### config.mk
export PLATFORM = sky130hd
export DESIGN_NAME = js_string_literal_escaper_core
export DESIGN_NICKNAME = d
export VERILOG_FILES = /design/src/design/jse_pkg.sv /design/src/design/jse_front.sv /design/src/design/jse_queue.sv /design/src/design/jse_back.sv /design/src/design/js_string_literal_escaper_core.sv
export VERILOG_INCLUDE_DIRS = /design/src /design/src/design
export SDC_FILE = /design/constraint.sdc
export NUM_CORES = 1
export LEC_CHECK = 0
export ABC_CLOCK_PERIOD_IN_PS = 5520
export BUFFER_PORTS_ARGS = -buffer_cell sky130_fd_sc_hd__buf_2
export CORE_MARGIN = 10
export CORE_UTILIZATION = 60
export DETAILED_ROUTE_END_ITERATION = 16
export PLACE_DENSITY = 0.9
export SETUP_SLACK_MARGIN = 0.05
export SYNTH_ARGS = -nofsm -noshare
export SYNTH_HDL_FRONTEND = slang
export SYNTH_SLANG_ARGS = --single-unit
### constraint.sdc
create_clock -name clk -period 5.52 [get_ports clk]
set_input_delay 0.828 -clock clk [delete_from_list [all_inputs] [get_ports clk]]
set_output_delay 0.828 -clock clk [all_outputs]
set_load 0.02 [all_outputs]
### src/design/js_string_literal_escaper_core_defines.svh
// ----------------------------------------------------------------------------
// js_string_literal_escaper_core_defines
// assertion macros shared by the escaper modules
// ----------------------------------------------------------------------------
`ifndef JS_STRING_LITERAL_ESCAPER_CORE_DEFINES_SVH
`define JS_STRING_LITERAL_ESCAPER_CORE_DEFINES_SVH

// checked only outside reset
`define JSE_ASSERT(name, prop, msg) \
  name: assert property (@(posedge clk) disable iff (!rst_n) (prop)) else $error(msg);

// checked on every edge, reset included
`define JSE_ASSERT_ALWAYS(name, prop, msg) \
  name: assert property (@(posedge clk) (prop)) else $error(msg);

`endif

### src/design/jse_pkg.sv
// ----------------------------------------------------------------------------
// jse_pkg
// types, character codes and helpers shared by the escaper modules
// ----------------------------------------------------------------------------
package jse_pkg;

  typedef logic [2:0] kind_t;

  localparam kind_t KIND_NONE = 3'd0;
  localparam kind_t KIND_RAW  = 3'd1;
  localparam kind_t KIND_ESC2 = 3'd2;
  localparam kind_t KIND_HEX  = 3'd3;
  localparam kind_t KIND_LSEP = 3'd4;

  localparam logic [1:0] HELD_NONE = 2'd0;
  localparam logic [1:0] HELD_E2   = 2'd1;
  localparam logic [1:0] HELD_E280 = 2'd2;

  localparam logic [7:0] CH_BSL   = 8'h5C;
  localparam logic [7:0] CH_QUOTE = 8'h22;
  localparam logic [7:0] CH_LF    = 8'h0A;
  localparam logic [7:0] CH_CR    = 8'h0D;
  localparam logic [7:0] CH_TAB   = 8'h09;
  localparam logic [7:0] CH_LT    = 8'h3C;
  localparam logic [7:0] CH_CTL_LIM = 8'h20;
  localparam logic [7:0] CH_N     = 8'h6E;
  localparam logic [7:0] CH_R     = 8'h72;
  localparam logic [7:0] CH_T     = 8'h74;
  localparam logic [7:0] CH_U     = 8'h75;
  localparam logic [7:0] CH_0     = 8'h30;
  localparam logic [7:0] CH_2     = 8'h32;
  localparam logic [7:0] CH_8     = 8'h38;
  localparam logic [7:0] CH_9     = 8'h39;
  localparam logic [7:0] SEQ_B0   = 8'hE2;
  localparam logic [7:0] SEQ_B1   = 8'h80;
  localparam logic [7:0] SEQ_LS   = 8'hA8;
  localparam logic [7:0] SEQ_PS   = 8'hA9;

  localparam logic [3:0] MAX_LEN = 4'd8;

  // one classified input: released prefix, escaped body, flushed tail
  typedef struct packed {
    logic [1:0] pre_n;
    kind_t      kind;
    logic [7:0] data;
    logic [1:0] post_n;
    logic [3:0] len;
    logic       last;
  } job_t;

  function automatic logic [3:0] body_len(kind_t k);
    logic [3:0] n;
    unique case (k)
      KIND_RAW:  n = 4'd1;
      KIND_ESC2: n = 4'd2;
      KIND_HEX:  n = 4'd6;
      KIND_LSEP: n = 4'd6;
      default:   n = 4'd0;
    endcase
    return n;
  endfunction

  function automatic logic [7:0] hex_char(logic [3:0] n);
    logic [7:0] c;
    if (n < 4'd10) begin
      c = CH_0 + {4'h0, n};
    end else begin
      c = 8'h37 + {4'h0, n};
    end
    return c;
  endfunction

endpackage

### src/design/jse_front.sv
// ----------------------------------------------------------------------------
// jse_front
// accepts input bytes, tracks the held E2 / E2 80 prefix, builds jobs
// ----------------------------------------------------------------------------
`include "js_string_literal_escaper_core_defines.svh"

module jse_front (
  input  logic           clk,
  input  logic           rst_n,
  input  logic           in_valid,
  output logic           in_ready,
  input  logic [7:0]     in_byte,
  input  logic           in_text_last,
  input  logic           q_full,
  output logic           push,
  output jse_pkg::job_t  job
);

  logic [1:0]      held_r;
  logic [1:0]      held_nxt;
  logic            accept;
  jse_pkg::kind_t  pkind;
  logic [7:0]      pdata;
  logic            phold;
  logic [1:0]      held_mid;

  assign in_ready = !q_full;
  assign accept   = in_valid && in_ready;

  // escape of one byte with nothing held
  always_comb begin
    pkind = jse_pkg::KIND_RAW;
    pdata = in_byte;
    phold = 1'b0;
    priority if (in_byte == jse_pkg::CH_BSL) begin
      pkind = jse_pkg::KIND_ESC2;
      pdata = jse_pkg::CH_BSL;
    end else if (in_byte == jse_pkg::CH_QUOTE) begin
      pkind = jse_pkg::KIND_ESC2;
      pdata = jse_pkg::CH_QUOTE;
    end else if (in_byte == jse_pkg::CH_LF) begin
      pkind = jse_pkg::KIND_ESC2;
      pdata = jse_pkg::CH_N;
    end else if (in_byte == jse_pkg::CH_CR) begin
      pkind = jse_pkg::KIND_ESC2;
      pdata = jse_pkg::CH_R;
    end else if (in_byte == jse_pkg::CH_TAB) begin
      pkind = jse_pkg::KIND_ESC2;
      pdata = jse_pkg::CH_T;
    end else if (in_byte < jse_pkg::CH_CTL_LIM || in_byte == jse_pkg::CH_LT) begin
      pkind = jse_pkg::KIND_HEX;
    end else if (in_byte == jse_pkg::SEQ_B0) begin
      pkind = jse_pkg::KIND_NONE;
      phold = 1'b1;
    end else begin
      pkind = jse_pkg::KIND_RAW;
    end
  end

  always_comb begin
    job.pre_n  = 2'd0;
    job.kind   = pkind;
    job.data   = pdata;
    job.last   = in_text_last;
    held_mid   = phold ? jse_pkg::HELD_E2 : jse_pkg::HELD_NONE;
    unique case (held_r)
      jse_pkg::HELD_E280: begin
        if (in_byte == jse_pkg::SEQ_LS || in_byte == jse_pkg::SEQ_PS) begin
          job.kind = jse_pkg::KIND_LSEP;
          job.data = (in_byte == jse_pkg::SEQ_LS) ? jse_pkg::CH_8 : jse_pkg::CH_9;
          held_mid = jse_pkg::HELD_NONE;
        end else begin
          job.pre_n = 2'd2;
        end
      end
      jse_pkg::HELD_E2: begin
        if (in_byte == jse_pkg::SEQ_B1) begin
          job.kind = jse_pkg::KIND_NONE;
          held_mid = jse_pkg::HELD_E280;
        end else begin
          job.pre_n = 2'd1;
        end
      end
      default: begin
      end
    endcase
    // end of text flushes whatever is still held
    job.post_n = in_text_last ? held_mid : 2'd0;
    held_nxt   = in_text_last ? jse_pkg::HELD_NONE : held_mid;
    job.len    = {2'b00, job.pre_n} + jse_pkg::body_len(job.kind) + {2'b00, job.post_n};
  end

  assign push = accept && (job.len != 4'd0);

  always_ff @(posedge clk) begin
    if (!rst_n) begin
      held_r <= jse_pkg::HELD_NONE;
    end else if (accept) begin
      held_r <= held_nxt;
    end
  end

  `JSE_ASSERT(a_held_code, held_r != 2'd3, "held prefix code out of range")
  `JSE_ASSERT(a_job_len, push |-> job.len <= jse_pkg::MAX_LEN, "job longer than eight bytes")

endmodule

### src/design/jse_queue.sv
// ----------------------------------------------------------------------------
// jse_queue
// two-entry job queue between the front and the back
// ----------------------------------------------------------------------------
`include "js_string_literal_escaper_core_defines.svh"

module jse_queue (
  input  logic           clk,
  input  logic           rst_n,
  input  logic           push,
  input  jse_pkg::job_t  push_job,
  input  logic           pop,
  output logic           full,
  output logic           q_valid,
  output jse_pkg::job_t  head
);

  jse_pkg::job_t ent_r [2];
  logic          wr_ptr_r;
  logic          rd_ptr_r;
  logic [1:0]    count_r;
  logic [1:0]    count_nxt;

  assign full    = (count_r == 2'd2);
  assign q_valid = (count_r != 2'd0);
  assign head    = ent_r[rd_ptr_r];

  always_comb begin
    count_nxt = count_r;
    if (push && !pop) begin
      count_nxt = count_r + 2'd1;
    end else if (pop && !push) begin
      count_nxt = count_r - 2'd1;
    end
  end

  always_ff @(posedge clk) begin
    if (push) begin
      ent_r[wr_ptr_r] <= push_job;
    end
  end

  always_ff @(posedge clk) begin
    if (!rst_n) begin
      wr_ptr_r <= 1'b0;
      rd_ptr_r <= 1'b0;
      count_r  <= 2'd0;
    end else begin
      if (push) begin
        wr_ptr_r <= ~wr_ptr_r;
      end
      if (pop) begin
        rd_ptr_r <= ~rd_ptr_r;
      end
      count_r <= count_nxt;
    end
  end

  `JSE_ASSERT(a_q_count, count_r != 2'd3, "queue count out of range")
  `JSE_ASSERT(a_q_push_full, push |-> !full, "push into full queue")
  `JSE_ASSERT(a_q_pop_empty, pop |-> q_valid, "pop from empty queue")

endmodule

### src/design/jse_back.sv
// ----------------------------------------------------------------------------
// jse_back
// expands queued jobs into output bytes, one per cycle while the output is not stalled, into the output register
// ----------------------------------------------------------------------------
`include "js_string_literal_escaper_core_defines.svh"

module jse_back (
  input  logic           clk,
  input  logic           rst_n,
  input  logic           q_valid,
  input  jse_pkg::job_t  job,
  output logic           q_pop,
  output logic           out_valid,
  input  logic           out_ready,
  output logic [7:0]     out_byte,
  output logic           out_run_last,
  output logic           out_text_end
);

  logic [2:0] k_r;
  logic [2:0] k_nxt;
  logic       out_valid_r;
  logic [7:0] out_byte_r;
  logic       out_run_last_r;
  logic       out_text_end_r;
  logic       load;
  logic       done;
  logic [3:0] kx;
  logic [3:0] pre;
  logic [3:0] blen;
  logic [3:0] j;
  logic [3:0] m;
  logic [7:0] body_byte;
  logic [7:0] sel_byte;

  assign load = q_valid && (!out_valid_r || out_ready);
  assign kx   = {1'b0, k_r};
  assign pre  = {2'b00, job.pre_n};
  assign blen = jse_pkg::body_len(job.kind);
  assign j    = kx - pre;
  assign m    = j - blen;
  assign done = (kx == job.len - 4'd1);

  always_comb begin
    body_byte = job.data;
    unique case (job.kind)
      jse_pkg::KIND_ESC2: begin
        body_byte = (j == 4'd0) ? jse_pkg::CH_BSL : job.data;
      end
      jse_pkg::KIND_HEX, jse_pkg::KIND_LSEP: begin
        unique case (j)
          4'd0:    body_byte = jse_pkg::CH_BSL;
          4'd1:    body_byte = jse_pkg::CH_U;
          4'd2:    body_byte = (job.kind == jse_pkg::KIND_LSEP) ? jse_pkg::CH_2 : jse_pkg::CH_0;
          4'd3:    body_byte = jse_pkg::CH_0;
          4'd4:    body_byte = (job.kind == jse_pkg::KIND_LSEP) ? jse_pkg::CH_2
                                                                : jse_pkg::hex_char(job.data[7:4]);
          default: body_byte = (job.kind == jse_pkg::KIND_LSEP) ? job.data
                                                                : jse_pkg::hex_char(job.data[3:0]);
        endcase
      end
      default: begin
        body_byte = job.data;
      end
    endcase
  end

  // prefix bytes, then the body, then the flushed tail
  always_comb begin
    priority if (kx < pre) begin
      sel_byte = (kx == 4'd0) ? jse_pkg::SEQ_B0 : jse_pkg::SEQ_B1;
    end else if (j < blen) begin
      sel_byte = body_byte;
    end else begin
      sel_byte = (m == 4'd0) ? jse_pkg::SEQ_B0 : jse_pkg::SEQ_B1;
    end
  end

  always_comb begin
    k_nxt = k_r;
    if (load) begin
      k_nxt = done ? 3'd0 : k_r + 3'd1;
    end
  end

  assign q_pop = load && done;

  always_ff @(posedge clk) begin
    if (load) begin
      out_byte_r     <= sel_byte;
      out_run_last_r <= done;
      out_text_end_r <= done && job.last;
    end
  end

  always_ff @(posedge clk) begin
    if (!rst_n) begin
      k_r         <= 3'd0;
      out_valid_r <= 1'b0;
    end else begin
      k_r <= k_nxt;
      if (load) begin
        out_valid_r <= 1'b1;
      end else if (out_ready) begin
        out_valid_r <= 1'b0;
      end
    end
  end

  assign out_valid    = out_valid_r;
  assign out_byte     = out_byte_r;
  assign out_run_last = out_run_last_r;
  assign out_text_end = out_text_end_r;

  `JSE_ASSERT(a_k_in_job, q_valid |-> kx < job.len, "byte index past end of job")
  `JSE_ASSERT(a_end_on_run, (out_valid_r && out_text_end_r) |-> out_run_last_r,
              "text end without run end")

endmodule

### src/design/js_string_literal_escaper_core.sv
// ----------------------------------------------------------------------------
// js_string_literal_escaper_core
// byte-stream escaper for text placed inside a JavaScript string literal
// ----------------------------------------------------------------------------
// usage:
//   input channel in_valid/in_ready carries one raw byte (in_byte) and a flag
//   on the final byte of the text (in_text_last). output channel
//   out_valid/out_ready carries one escaped byte with out_run_last on the last
//   byte caused by an input item and out_text_end on the final byte of a text.
//   an E2 or E2 80 prefix is held inside until the following byte decides it.
// timing:
//   an input item is accepted every cycle while the two-entry job queue has
//   room; an item that only extends a held prefix produces nothing. each item
//   then expands to one to eight output bytes in the back end, so output
//   runs at one byte per cycle while the receiver takes it, and the expansion
//   is what limits input. items pass the job queue, then the output register.
// reset and stall:
//   synchronous active-low reset empties the queue, clears the held prefix and
//   drops out_valid. a stalled receiver holds the output register, the back
//   end stops, the queue fills and in_ready falls.
// ----------------------------------------------------------------------------
module js_string_literal_escaper_core (
  input  logic       clk,
  input  logic       rst_n,
  input  logic       in_valid,
  output logic       in_ready,
  input  logic [7:0] in_byte,
  input  logic       in_text_last,
  output logic       out_valid,
  input  logic       out_ready,
  output logic [7:0] out_byte,
  output logic       out_run_last,
  output logic       out_text_end
);

  logic          push;
  logic          pop;
  logic          q_full;
  logic          q_valid;
  jse_pkg::job_t push_job;
  jse_pkg::job_t head_job;

  jse_front u_front (
    .clk          (clk),
    .rst_n        (rst_n),
    .in_valid     (in_valid),
    .in_ready     (in_ready),
    .in_byte      (in_byte),
    .in_text_last (in_text_last),
    .q_full       (q_full),
    .push         (push),
    .job          (push_job)
  );

  jse_queue u_queue (
    .clk      (clk),
    .rst_n    (rst_n),
    .push     (push),
    .push_job (push_job),
    .pop      (pop),
    .full     (q_full),
    .q_valid  (q_valid),
    .head     (head_job)
  );

  jse_back u_back (
    .clk          (clk),
    .rst_n        (rst_n),
    .q_valid      (q_valid),
    .job          (head_job),
    .q_pop        (pop),
    .out_valid    (out_valid),
    .out_ready    (out_ready),
    .out_byte     (out_byte),
    .out_run_last (out_run_last),
    .out_text_end (out_text_end)
  );

endmodule

[Word-level counts from Yosys, hierarchy flattened]
Memory sizes are Yosys's and may differ from the RTL's. A register that Yosys moved wholly into a read port is not among the register bits.
Cells that the tools add are included.
Word-level totals
  register bits after elaboration: 20
  bits of input ports: 13
  RAM bits: 40
  output and inout bits: 12
  memories: 1
  logic and storage cells: 133
Memory list
  u_queue.ent_r: depth 2, width 20, read ports 1, clocked after memory_dff 1, wr ports 1, line jse_queue.sv:18  | jse_pkg::job_t ent_r [2];
Cells by class
  bitwise logic cells: 2
  mux-type cells: 55
  equal/unequal tests: 26
  $add $sub $neg: 12
  reduce and logical (&&, ||, !) cells: 23
  magnitude comparators: 5
Operators with widths (count)
  $mux W8: 13
  $pmux W8 S5: 1
  $eq A8 B8 Y1 const B: 4
  $add A6 B4 Y7 const A: 4
  $eq A8 B4 Y1 const B: 3
  $mux W3: 8
  $pmux W3 S3: 2
  $mux W1: 17
  $eq A8 B6 Y1 const B: 2
  $mux W2: 8
  $pmux W8 S2: 1
  $mux W7: 2
  $eq A3 B2 Y1 const B: 4
  $logic_not A4 Y1: 3
  $mux W11: 1
  $pmux W5 S2: 1
  $eq A4 B2 Y1 const B: 2
  $eq A8 B7 Y1 const B: 1
  $lt A4 B4 Y1 const B: 2
  $lt A8 B6 Y1 const B: 1
  $logic_and A1 B1 Y1: 7
  $eq A3 B1 Y1 const B: 2
  $eq A3 B3 Y1 const B: 2
  $reduce_bool A2 Y1: 3
  21 further kinds: 29

[Longest topological paths before layout]
Gate-level depths: netlist of run 1.
  depth after elaboration: 21
  gate-level depth with buffers: 20
  mapped depth without buffers: 18

[Modules after synthesis]
Synthesis of run 1 repeated with hierarchy kept, for this count alone.
Unflattened totals
  cells, all modules: 342
  area total of the unflattened synthesis: 3797.4 um^2
By module, submodules not included
  jse_queue: cells an instance 84, times used 1, area an instance 1657.8 um^2
  jse_back: cells an instance 168, times used 1, area an instance 1440.1 um^2
  jse_front: cells an instance 90, times used 1, area an instance 699.4 um^2

[Worst setup path before layout of run 1]
Ideal clock, no wire load.
  path type: input-to-reg
  from: in in_byte[1]
  to: mem u_queue.ent_r[0][0] in the netlist's numbering (enable)
  arrival: 4.721 ns
  path slack: 0.405 ns
  data required time: 5.126 ns
  stages: 14
  cell sequence: or4b_4 -> o41ai_4 -> and3b_1 -> and3b_1 -> buf_6 -> o21ba_2 -> fa_1 -> inv_1 -> ha_1 -> inv_1 -> fa_1 -> nand2_1 -> o311ai_0 -> nor2_1
RTL lines
  from (decl): line js_string_literal_escaper_core.sv:27  | input logic [7:0] in_byte,
  to (decl): line jse_queue.sv:18

[Worst setup path after layout of run 1]
  from: in in_byte[1]
  to: reg u_queue.count_r[1]
Between the ends
  word-level cells in the longest chain between the ends: 20
Ends and longest elaborated chain
  $lt A8 B6 Y1 (tied with other cells): line jse_front.sv:50  | end else if (in_byte < jse_pkg::CH_CTL_LIM || in_byte == jse_pkg::CH_LT) begin
  $logic_or A1 B1 Y1 / $mux W1 (equally long branches): line jse_front.sv:50, jse_front.sv:52
  $mux W3: line jse_front.sv:50
  $mux W3: line jse_front.sv:47  | end else if (in_byte == jse_pkg::CH_TAB) begin
  $mux W3: line jse_front.sv:44  | end else if (in_byte == jse_pkg::CH_CR) begin
  $mux W3: line jse_front.sv:41  | end else if (in_byte == jse_pkg::CH_LF) begin
  $mux W3: line jse_front.sv:38  | end else if (in_byte == jse_pkg::CH_QUOTE) begin
  $mux W3: line jse_front.sv:35  | priority if (in_byte == jse_pkg::CH_BSL) begin
  [... 5 more ...]
  $add A2 B3 Y4: line jse_front.sv:90  | job.len = {2'b00, job.pre_n} + jse_pkg::body_len(job.kind) + {2'b00, job.post_n};
  $add A4 B2 Y4 (*): line jse_front.sv:90
  $reduce_bool A4 Y1 (*): line jse_front.sv:93  | assign push = accept && (job.len != 4'd0);
  $logic_and A1 B1 Y1 (*): line jse_front.sv:93
  named net push: line js_string_literal_escaper_core.sv:36  | logic push;
  $logic_not A1 Y1: line jse_queue.sv:32  | end else if (pop && !push) begin
  $logic_and A1 B1 Y1: line jse_queue.sv:32
  $reduce_bool A2 Y1 (no line)
  to (signal assigned): line jse_queue.sv:55  | count_r <= count_nxt;
  to (decl): line jse_queue.sv:21  | logic [1:0] count_r;
Mark *: on every way through the listed nets, which the timed path passes. The rest lies on a longest branch.
A chain may end at the register's enable or synchronous reset.

==> results of run 1 <==
## synthesized netlist by cell type, drive strengths merged (2+ instances only)
| cell type | n | area, um^2 |
|---|---|---|
| nor2 | 23 | 86.33 |
| a311o | 2 | 20.02 |
| mux2 | 4 | 48.79 |
| a221oi | 4 | 35.03 |
| buf | 4 | 26.27 |
| nor3 | 9 | 45.04 |
| and3 | 4 | 25.02 |
| o22ai | 2 | 12.51 |
| o311ai | 2 | 17.52 |
| a21boi | 2 | 15.01 |
| o41ai | 2 | 36.29 |
| nand2 | 18 | 67.56 |
| nand3b | 2 | 15.01 |
| o211ai | 3 | 22.52 |
| nand4 | 2 | 12.51 |
| a211oi | 3 | 22.52 |
| inv | 22 | 82.58 |
| xor2 | 4 | 35.03 |
| or3 | 4 | 25.02 |
| nor2b | 12 | 75.07 |
| o32ai | 2 | 17.52 |
| nand3 | 7 | 35.03 |
| dfxtp | 11 | 220.2 |
| or2 | 6 | 37.54 |
| ha | 15 | 187.7 |
| a21oi | 11 | 55.05 |
| fa | 4 | 80.08 |
| mux2i | 17 | 170.2 |
| clkbuf | 5 | 18.77 |
| nor4 | 3 | 18.77 |
| a21o | 3 | 22.52 |
| nand2b | 8 | 50.05 |
| and2 | 9 | 56.30 |
| o21ai | 15 | 75.07 |
| xnor2 | 11 | 96.34 |
| edfxtp | 46 | 1381 |
| and3b | 2 | 17.52 |
## final cells by class
cell class                      count  area share, %
Sequential cell                    57          42.47
Inverter                           22          2.190
Clock buffer                       11          3.484
Timing Repair Buffer               27          3.782
Tap cell                           72          2.389
Clock inverter                      5          1.228
Multi-Input combinational cell    231          44.46
## per-layer routing
metal / global-route usage (%) / wire length [um] / vias up
met3: 4.399 / 422 / 16
met5: 0 / 0 / -
met4: 6.234 / 116 / 0
met2: 26.82 / 3365 / 79
met1: 19.22 / 2959 / 1210
li1: - / - / 1229
## stage by stage
stage	total power, mW	setup slack (ns)	TNS (ns)	hold WS, ns
3_3_place_gp	1.299	0.2497	0	0.4647
5_1_grt	1.799	0.1465	0	0.5221
6_report	1.681	0.4298	0	0.4872
2_1_floorplan	1.145	0.4054	0	0.4556
3_5_place_dp	1.324	-0.01149	-0.01149	0.4828
4_1_cts	1.685	0.3246	0	0.4924
## sequential cells by signal (all words and copies together), names as in the netlist, named ones only
signal               cells
u_queue.ent_r           36
u_back.out_byte          8
u_back.k_r               3
u_front.held_r           2
u_queue.count_r          2
u_back.out_run_last      1
u_back.out_text_end      1
u_back.out_valid         1
u_queue.rd_ptr_r         1
u_queue.wr_ptr_r         1
## cells by family (layout without fill, tap and decap cells)
kind of cell / Yosys count / in the layout / share of synthesized area, %
mux: 21 / 21 / 6.429
xor+xnor: 15 / 15 / 3.857
flops: 57 / 57 / 47.02
fa+ha+maj: 19 / 19 / 7.862
simple gates: 114 / 114 / 18.07
buf+inv: 31 / 65 / 3.747
compound gates: 62 / 62 / 13.01
## worst paths after layout
| check | startpoint | to | depth (start not counted) |
|---|---|---|---|
| setup / recovery | in_byte[1] | u_queue.count_r[1]$_SDFFE_PN0P_ | 17 |
| hold / removal | u_front.held_r[1]$_SDFFE_PN0P_ | u_front.held_r[1]$_SDFFE_PN0P_ | 2 |
| setup reg to reg | u_front.held_r[0]$_SDFFE_PN0P_ | u_queue.count_r[1]$_SDFFE_PN0P_ | 16 |
| hold reg to reg | u_front.held_r[1]$_SDFFE_PN0P_ | u_front.held_r[1]$_SDFFE_PN0P_ | 2 |
## worst register-to-register path: stages (launching register included)
cell      delay [ns]
dfxtp_1         0.36
inv_1           0.05
ha_1            0.32
and3b_1         0.27
and3b_1         0.25
o21ba_2         0.22
fa_1            0.44
inv_1           0.07
ha_1            0.13
inv_1           0.05
fa_1            0.50
nand2_1         0.07
o311ai_1        0.37
inv_1           0.12
ha_1            0.35
or3_1           0.34
a21boi_0        0.22
## power by group through the flow
| stage | clock network, mW | registers [mW] | logic (mW) |
|---|---|---|---|
| after floorplan | 0 | 0.673 | 0.472 |
| after global placement | 0 | 0.628 | 0.671 |
| after detailed placement | 0 | 0.634 | 0.690 |
| after CTS | 0.365 | 0.625 | 0.694 |
| after global routing | 0.386 | 0.635 | 0.778 |
| final | 0.357 | 0.625 | 0.700 |
==> flow_summary.yaml, run 1 <==
routing:
  drtIter0Drc: 119
  drtAntennaViolNets: 0
  vias_per_cell: 5.962
  route.detailed.wl_per_inst_um: 16.15
  drc: 0
  num_vias: 2534
  drtPass1Iterations: 4
  routed_wl_mm: 6.865
die:
  design.die.area_um2: 9090
  ios: 25
  coreArea_um2: 5507
  die_h_um: 95.34
  rows: 27
  start_util_pct: 61.85
  dieWidth_um: 95.34
run:
  maxCapViolations: 0
sta:
  finalCriticalPeriod_ns: 5.090
  hold_violations: 0
  setup-violations-final: 0
  slew_violations: 0
  worst_pin_slew_ns: 0.9020
  rsz0062_at_grt: "false"
  skew_ns: 0.01014
  clock.fmax_ghz: 0.1965
  max-slew-margin-rel_pct: 39.40
  period_share_pct: 92.21
final_layout:
  fill_cells: 411
  diodes: 0
  multi_input_area_um2: 1677
  nets: 380
  fin_cells: 425
  final_common_cell: "edfxtp_1"
  final_layout_size_suffix_gt1_share_pct: 14.73
  areaGrowthSynthToFinish_pct: 10.73
  postLayoutCoreUtil_pct: 68.48
  seq_area_um2: 1602
  final_cell_mix: "46 x edfxtp_1, 24 x buf_2, 23 x nor2_1, 22 x inv_1, 18 x nand2_1"
  fin_area_um2: 3771
clocking:
  clkTransAtPathRegs_ns: 0.06
  post_cts_buffers: 0
  cts-hold-fix-buffers: 0
  cts_buffers: 9
  clkLatencyLatePin_ns: 0.34
  clock_path_buffers: 2
  post_cts_resized: 0
  cts_tree: "built"
  h-tree-depth: 3
  clock-sinks: 57
  cts_root_buf: "clkbuf_8"
setup_path:
  start_kind: "input port"
  path_cells: "buf_2 > or4b_4 > o41ai_4 > and3b_1 > and3b_1 > o21ba_2 > fa_1 > inv_1 > ha_1 > inv_1 > fa_1 > nand2_1 > o311ai_1 > inv_1 > ha_1 > or3_1 > a21boi_0"
  crit_path_max_fanout: 8
  end_kind: "flip-flop"
  path_buf_inv: 4
  slowest_stage: "or4b_4"
  arrival_ns: 5.33
  cp_top_family: "simple AND/OR/NAND/NOR gates"
  crit_top_cell: "inv_1"
  rrSetupSlack_ns: 1.29
  crit_type: "in -> reg"
  max_stage_delay_ns: 0.59
  worstPathRequired_ns: 5.76
global_routing:
  grt_max_degree: 19
  grt_overflow: 0
  grt_pass1_vias: 2503
  grt_pass1_wl_mm: 11.59
  grt_usage_pct: 16.05
  antenna_found_initial: 0
power:
  p_int_mw: 1.055
  switching_power_uw: 626.9
  p_clk_share_pct: 21.2
  pwr-share-comb_pct: 41.6
  powerDensity_nw_per_um2: 445.9
  p_seq_share_pct: 37.2
  ir_drop_v: 0.0002524
  cellLeakagePower_nw: 1.407
  switching_share_pct: 37.29
place:
  place_hpwl_mm: 5.225
  gp_congestion: 0.9393
  dp_cells: 409
  detailed_place.area_um2: 3593
  port_buffers: 24
synth:
  synth_fp_nets: 351
  ys_warn_count: 0
  synth_cell_type_count: 57
  mappedNetlistArea_um2: 3406
  ys_ff_latch: 57
  ys.flop_type: "edfxtp_1"
  ys_seq_area_share_pct: 47.02
  avgSynthCellArea_um2: 10.68
  synth_cells: 319
  synthArstFlopShare_pct: 0
  synth-edff-count: 46
run_status:
  outcome: "finished, final reports clean"
hold_path:
  min_path_type: "reg -> reg"
Power figures use the tool's default switching activity.
==> run 2: changes to the inputs <==
--- a/config.mk
+++ b/config.mk
@@ -6,7 +6,7 @@
 export SDC_FILE = /design/constraint.sdc
 export NUM_CORES = 1
 export LEC_CHECK = 0
-export ABC_CLOCK_PERIOD_IN_PS = 5520
+export ABC_CLOCK_PERIOD_IN_PS = 5230
 export BUFFER_PORTS_ARGS = -buffer_cell sky130_fd_sc_hd__buf_2
 export CORE_MARGIN = 10
 export CORE_UTILIZATION = 60
==> constraint.sdc (replaced) <==
create_clock -name clk -period 5.23 [get_ports clk]
set_input_delay 0.7845 -clock clk [delete_from_list [all_inputs] [get_ports clk]]
set_output_delay 0.7845 -clock clk [all_outputs]
set_load 0.02 [all_outputs]
==> flow_summary.yaml, run 2 (synthesized netlist as in run 1, its figures left out) <==
setup_path:
  end_kind: "flip-flop"
  path_cells: "buf_2 > or4b_4 > o41ai_4 > and3b_1 > and3b_1 > o21ba_2 > fa_1 > inv_1 > ha_1 > inv_1 > fa_1 > nand2_1 > o311ai_0 > inv_1 > ha_1 > or3_1 > a21boi_0"
  path_depth: 17
  arrival_ns: 5.14
  crit_top_cell: "inv_1"
  max_stage_delay_ns: 0.58
  r2r_end: "u_queue.count_r[1]$_SDFFE_PN0P_"
  cp-startpoint: "in_byte[1]"
  worstPathRequired_ns: 5.48
  rr_startpoint: "u_front.held_r[0]$_SDFFE_PN0P_"
  cp_top_family: "adder cells"
  crit_path_max_fanout: 8
  critical_path.endpoint: "u_queue.count_r[1]$_SDFFE_PN0P_"
  start_kind: "input port"
  slowest_stage: "or4b_4"
  path_buf_inv: 4
  crit_type: "in -> reg"
  rr_worst_depth: 16
  rrSetupSlack_ns: 1.09
global_routing:
  grt_pass1_vias: 2581
  grt_pass1_wl_mm: 11.90
  antenna_found_initial: 0
  grt_overflow: 0
  grt_max_degree: 18
  grt_usage_pct: 16.71
final_layout:
  final_layout_size_suffix_gt1_share_pct: 16.53
  fin_area_um2: 3834
  final_cell_mix: "46 x edfxtp_1, 24 x buf_2, 23 x nor2_1, 22 x inv_1, 18 x nand2_1"
  top_register: "u_queue.ent_r"
  nets: 384
  fin_cells: 429
  diodes: 0
  largest_register_ffs: 36
  areaGrowthSynthToFinish_pct: 12.56
  final_common_cell: "edfxtp_1"
die:
  rows: 27
  start_util_pct: 61.85
  coreArea_um2: 5507
  ios: 25
  die_h_um: 95.34
  design.die.area_um2: 9090
  dieWidth_um: 95.34
sta:
  setup-violations-final: 0
  worst_pin_slew_ns: 0.7669
  finalCriticalPeriod_ns: 4.892
  max-slew-margin-rel_pct: 48.48
  slew_violations: 0
  rsz0062_at_grt: "false"
  clock.fmax_ghz: 0.2044
  skew_ns: 0.01311
  hold_violations: 0
  period_share_pct: 93.54
  whs_ns: 0.4975
clocking:
  h-tree-depth: 3
  cts-hold-fix-buffers: 0
  cts_buffers: 9
  cts_root_buf: "clkbuf_8"
  post_cts_resized: 0
  clock_path_buffers: 2
  cts_tree: "built"
  clkTransAtPathRegs_ns: 0.06
  post_cts_buffers: 0
  clock-sinks: 57
  clkLatencyLatePin_ns: 0.34
routing:
  route.detailed.wl_per_inst_um: 16.73
  routed_wl_mm: 7.177
  drtIter0Drc: 192
  num_vias: 2596
  drc: 0
  vias_per_cell: 6.051
  drtAntennaViolNets: 0
  drtPass1Iterations: 5
place:
  place_hpwl_mm: 5.249
  gp_congestion: 0.8886
  port_buffers: 24
  detailed_place.area_um2: 3623
  dp_cells: 413
run:
  maxCapViolations: 0
power:
  cellLeakagePower_nw: 1.443
  ir_drop_v: 0.0002732
  p_total_mw: 1.859
  powerDensity_nw_per_um2: 485.0
hold_path:
  min_path_type: "reg -> reg"
run_status:
  outcome: "finished, final reports clean"
==> run 2: changes by cell type in the layout (fill, tap and decap cells not counted), sizes merged <==
cell	previous run	this run
bufinv	1	2
clkbuf	11	10
buf	27	31
==> run 2: area by class of cell <==
| type | instances | area, um^2 |
|---|---|---|
| clock buffer | 10 | 127.6 |
| clock inverter | 6 | 82.58 |
| fill | 391 | 1673 |
| inverter | 22 | 82.58 |
| multi-input combinational | 231 | 1677 |
| sequential | 57 | 1602 |
| tap | 72 | 90.09 |
| timing repair buffer | 31 | 172.7 |
==> run 2: worst min path at each step <==
stage	start	to	slack [ns]	cells past startpoint
floorplan	u_queue.rd_ptr_r$_SDFFE_PN0P_	flip-flop	0.46	2
global placement	u_queue.rd_ptr_r$_SDFFE_PN0P_	u_queue.rd_ptr_r$_SDFFE_PN0P_	0.47	2
detailed placement	u_queue.rd_ptr_r$_SDFFE_PN0P_	flip-flop	0.49	2
CTS	u_queue.rd_ptr_r$_SDFFE_PN0P_	u_queue.rd_ptr_r$_SDFFE_PN0P_	0.51	2
global route	u_front.held_r[1]$_SDFFE_PN0P_	u_front.held_r[1]$_SDFFE_PN0P_	0.53	2
finish	u_front.held_r[1]$_SDFFE_PN0P_	u_front.held_r[1]$_SDFFE_PN0P_	0.50	2
==> run 2: where the power goes <==
group | internal (mW) | switching, mW | leakage (nW)
clock network | 0.266 | 0.176 | 0.108
registers | 0.613 | 0.0495 | 0.515
logic | 0.289 | 0.465 | 0.820
total | 1.17 | 0.691 | 1.44
==> run 2: stage by stage <==
stage	util [%]	TNS [ns]	setup slack (ns)
after floorplan	-	0	0.1589
after global routing	69.62	0	0.09487
after global placement	65.80	0	0.2236
after detailed placement	65.80	-0.01989	-0.01989
final	69.62	0	0.3378
after CTS	69.62	0	0.3244
==> run 2: layer usage <==
metal  GRT usage, %  routed length, um
met1          19.77               3052
met2          27.67               3476
met3          4.635                485
met4          7.606                163
met5              0                  0
==> run 2: worst register-to-register path, delay by kind of cell, from the launching register on <==
family,cells,cell delay (ns)
buffers and inverters,4,0.27
AOI/OAI and AO/OA,3,0.82
DFF,1,0.36
and+or+nand+nor,4,0.86
adders and majority gates,5,1.74
==> run 3: changes to the inputs <==
--- a/config.mk
+++ b/config.mk
@@ -6,12 +6,12 @@
 export SDC_FILE = /design/constraint.sdc
 export NUM_CORES = 1
 export LEC_CHECK = 0
-export ABC_CLOCK_PERIOD_IN_PS = 5230
+export ABC_CLOCK_PERIOD_IN_PS = 4330
 export BUFFER_PORTS_ARGS = -buffer_cell sky130_fd_sc_hd__buf_2
 export CORE_MARGIN = 10
-export CORE_UTILIZATION = 60
+export CORE_UTILIZATION = 27
 export DETAILED_ROUTE_END_ITERATION = 16
-export PLACE_DENSITY = 0.9
+export PLACE_DENSITY = 0.55
 export SETUP_SLACK_MARGIN = 0.05
 export SYNTH_ARGS = -nofsm -noshare
 export SYNTH_HDL_FRONTEND = slang
==> constraint.sdc (replaced) <==
create_clock -name clk -period 4.33 [get_ports clk]
set_input_delay 0.6495 -clock clk [delete_from_list [all_inputs] [get_ports clk]]
set_output_delay 0.6495 -clock clk [all_outputs]
set_load 0.02 [all_outputs]
==> flow_summary.yaml, run 3 (synthesized netlist as in run 1, its figures left out) <==
run_status:
  outcome: "finished, final reports clean"
setup_path:
  slowest_stage: "or4b_4"
  max_stage_delay_ns: 0.56
  cp-startpoint: "in_byte[4]"
  r2r_end: "u_queue.count_r[1]$_SDFFE_PN0P_"
  arrival_ns: 4.55
  start_kind: "input port"
  rr_worst_depth: 19
  rr_startpoint: "u_front.held_r[1]$_SDFFE_PN0P_"
  crit_type: "in -> reg"
  critical_path.endpoint: "u_queue.count_r[1]$_SDFFE_PN0P_"
  worstPathRequired_ns: 4.58
  path_cells: "buf_6 > or4b_4 > o41ai_4 > and3b_1 > and3b_2 > o21ba_4 > fa_1 > inv_2 > ha_4 > inv_2 > fa_1 > nand2_1 > o311ai_2 > inv_1 > ha_4 > xor2_2 > or3_1 > a21boi_1"
  cp_top_family: "simple AND/OR/NAND/NOR gates"
  path_depth: 18
  end_kind: "flip-flop"
  crit_path_max_fanout: 3
  path_buf_inv: 4
  rrSetupSlack_ns: 0.47
sta:
  whs_ns: 0.4865
  hold_violations: 0
  finalCriticalPeriod_ns: 4.303
  skew_ns: 0.008730
  max-slew-margin-rel_pct: 47.70
  clock.fmax_ghz: 0.2324
  rsz0062_at_grt: "true"
  slew_violations: 0
  worst_pin_slew_ns: 0.7786
  period_share_pct: 99.38
  setup-violations-final: 0
place:
  dp_cells: 536
  gp_congestion: 0.8074
  place_hpwl_mm: 5.636
  port_buffers: 24
clocking:
  clkLatencyLatePin_ns: 0.33
  clkTransAtPathRegs_ns: 0.05
  cts_root_buf: "clkbuf_16"
  h-tree-depth: 3
  clock_path_buffers: 2
  cts-hold-fix-buffers: 0
  cts_tree: "built"
  clock-sinks: 57
  cts_buffers: 9
routing:
  route.detailed.wl_per_inst_um: 13.01
  drtPass1Iterations: 5
  num_vias: 2537
  routed_wl_mm: 7.210
  drc: 0
  drtAntennaViolNets: 0
  drtIter0Drc: 157
  vias_per_cell: 4.579
final_layout:
  final_common_cell: "edfxtp_1"
  largest_register_ffs: 36
  nets: 413
  final_cell_mix: "46 x edfxtp_1, 33 x buf_4, 22 x nor2_1, 22 x buf_2, 20 x inv_1"
  diodes: 0
  areaGrowthSynthToFinish_pct: 28.66
  top_register: "u_queue.ent_r"
  fin_cells: 554
  final_layout_size_suffix_gt1_share_pct: 25.65
  multi_input_area_um2: 1743
  seq_area_um2: 1602
  fill_cells: 1213
  postLayoutCoreUtil_pct: 36.03
power:
  p_total_mw: 2.491
  ir_drop_v: 0.0002177
  powerDensity_nw_per_um2: 568.6
  cellLeakagePower_nw: 1.645
global_routing:
  antenna_found_initial: 0
  grt_pass1_wl_mm: 12.61
  grt_usage_pct: 8.605
  grt_pass1_vias: 2609
  grt_overflow: 0
  grt_max_degree: 19
hold_path:
  min_path_type: "reg -> reg"
die:
  rows: 40
  design.die.area_um2: 17510
  start_util_pct: 28.00
  dieWidth_um: 132.3
  coreArea_um2: 12160
  ios: 25
  die_h_um: 132.3
run:
  maxCapViolations: 0
[run 3: worst min-delay path: stages, from the launching register on]
cell and delay (ns):
dfxtp_1 0.32, nand2_1 0.05, a21boi_0 0.06
[run 3: worst min path at each step]
stage                                   start                              to  depth (start not counted)
6_report       u_front.held_r[1]$_SDFFE_PN0P_  u_front.held_r[1]$_SDFFE_PN0P_                          2
5_1_grt         u_queue.rd_ptr_r$_SDFFE_PN0P_   u_queue.rd_ptr_r$_SDFFE_PN0P_                          2
4_1_cts        u_front.held_r[1]$_SDFFE_PN0P_  u_front.held_r[1]$_SDFFE_PN0P_                          2
3_5_place_dp    u_queue.rd_ptr_r$_SDFFE_PN0P_                       flip-flop                          2
3_3_place_gp    u_queue.rd_ptr_r$_SDFFE_PN0P_   u_queue.rd_ptr_r$_SDFFE_PN0P_                          2
2_1_floorplan   u_queue.rd_ptr_r$_SDFFE_PN0P_                       flip-flop                          2
[run 3: area by class of cell]
class / instances / share of cell area [%]
repair buffers: 60 / 9.852
clock buffers: 11 / 5.311
inverters: 22 / 1.885
multi-input cells: 231 / 39.78
well taps: 168 / 4.797
clock inverters: 5 / 1.828
flip-flops and latches: 57 / 36.55
[run 3: repair_timing]
action                     4_1_cts  5_1_grt
setup endpoints to repair        2       39
pin swaps                        5        3
resized for setup                2       13
buffers inserted                 2        0
[run 3: report_power, final]
part / leakage (nW) / switching [mW] / total, mW / internal, mW
logic: 0.984 / 0.558 / 0.958 / 0.400
clock network: 0.146 / 0.235 / 0.737 / 0.502
registers: 0.515 / 0.0543 / 0.796 / 0.742
total: 1.64 / 0.848 / 2.49 / 1.64
[run 3: layer usage]
metal  global-route usage [%]  routed length, um  vias up
met5                        0                  0        -
met4                    3.545                113        0
met3                    2.248                234        9
met2                    13.24               3283       45
met1                    11.15               3579     1190
li1                         -                  -     1293
[run 3: through the flow]
stage / TNS [ns] / area (um^2) / setup slack, ns
after floorplan: -7.271 / 3423 / -0.3853
after global placement: -3.355 / 3989 / -0.3230
after detailed placement: -5.382 / 3989 / -0.4260
after CTS: -0.009208 / 4322 / -0.009208
after global routing: -0.2974 / 4382 / -0.2166
final: 0 / 4382 / 0.02682
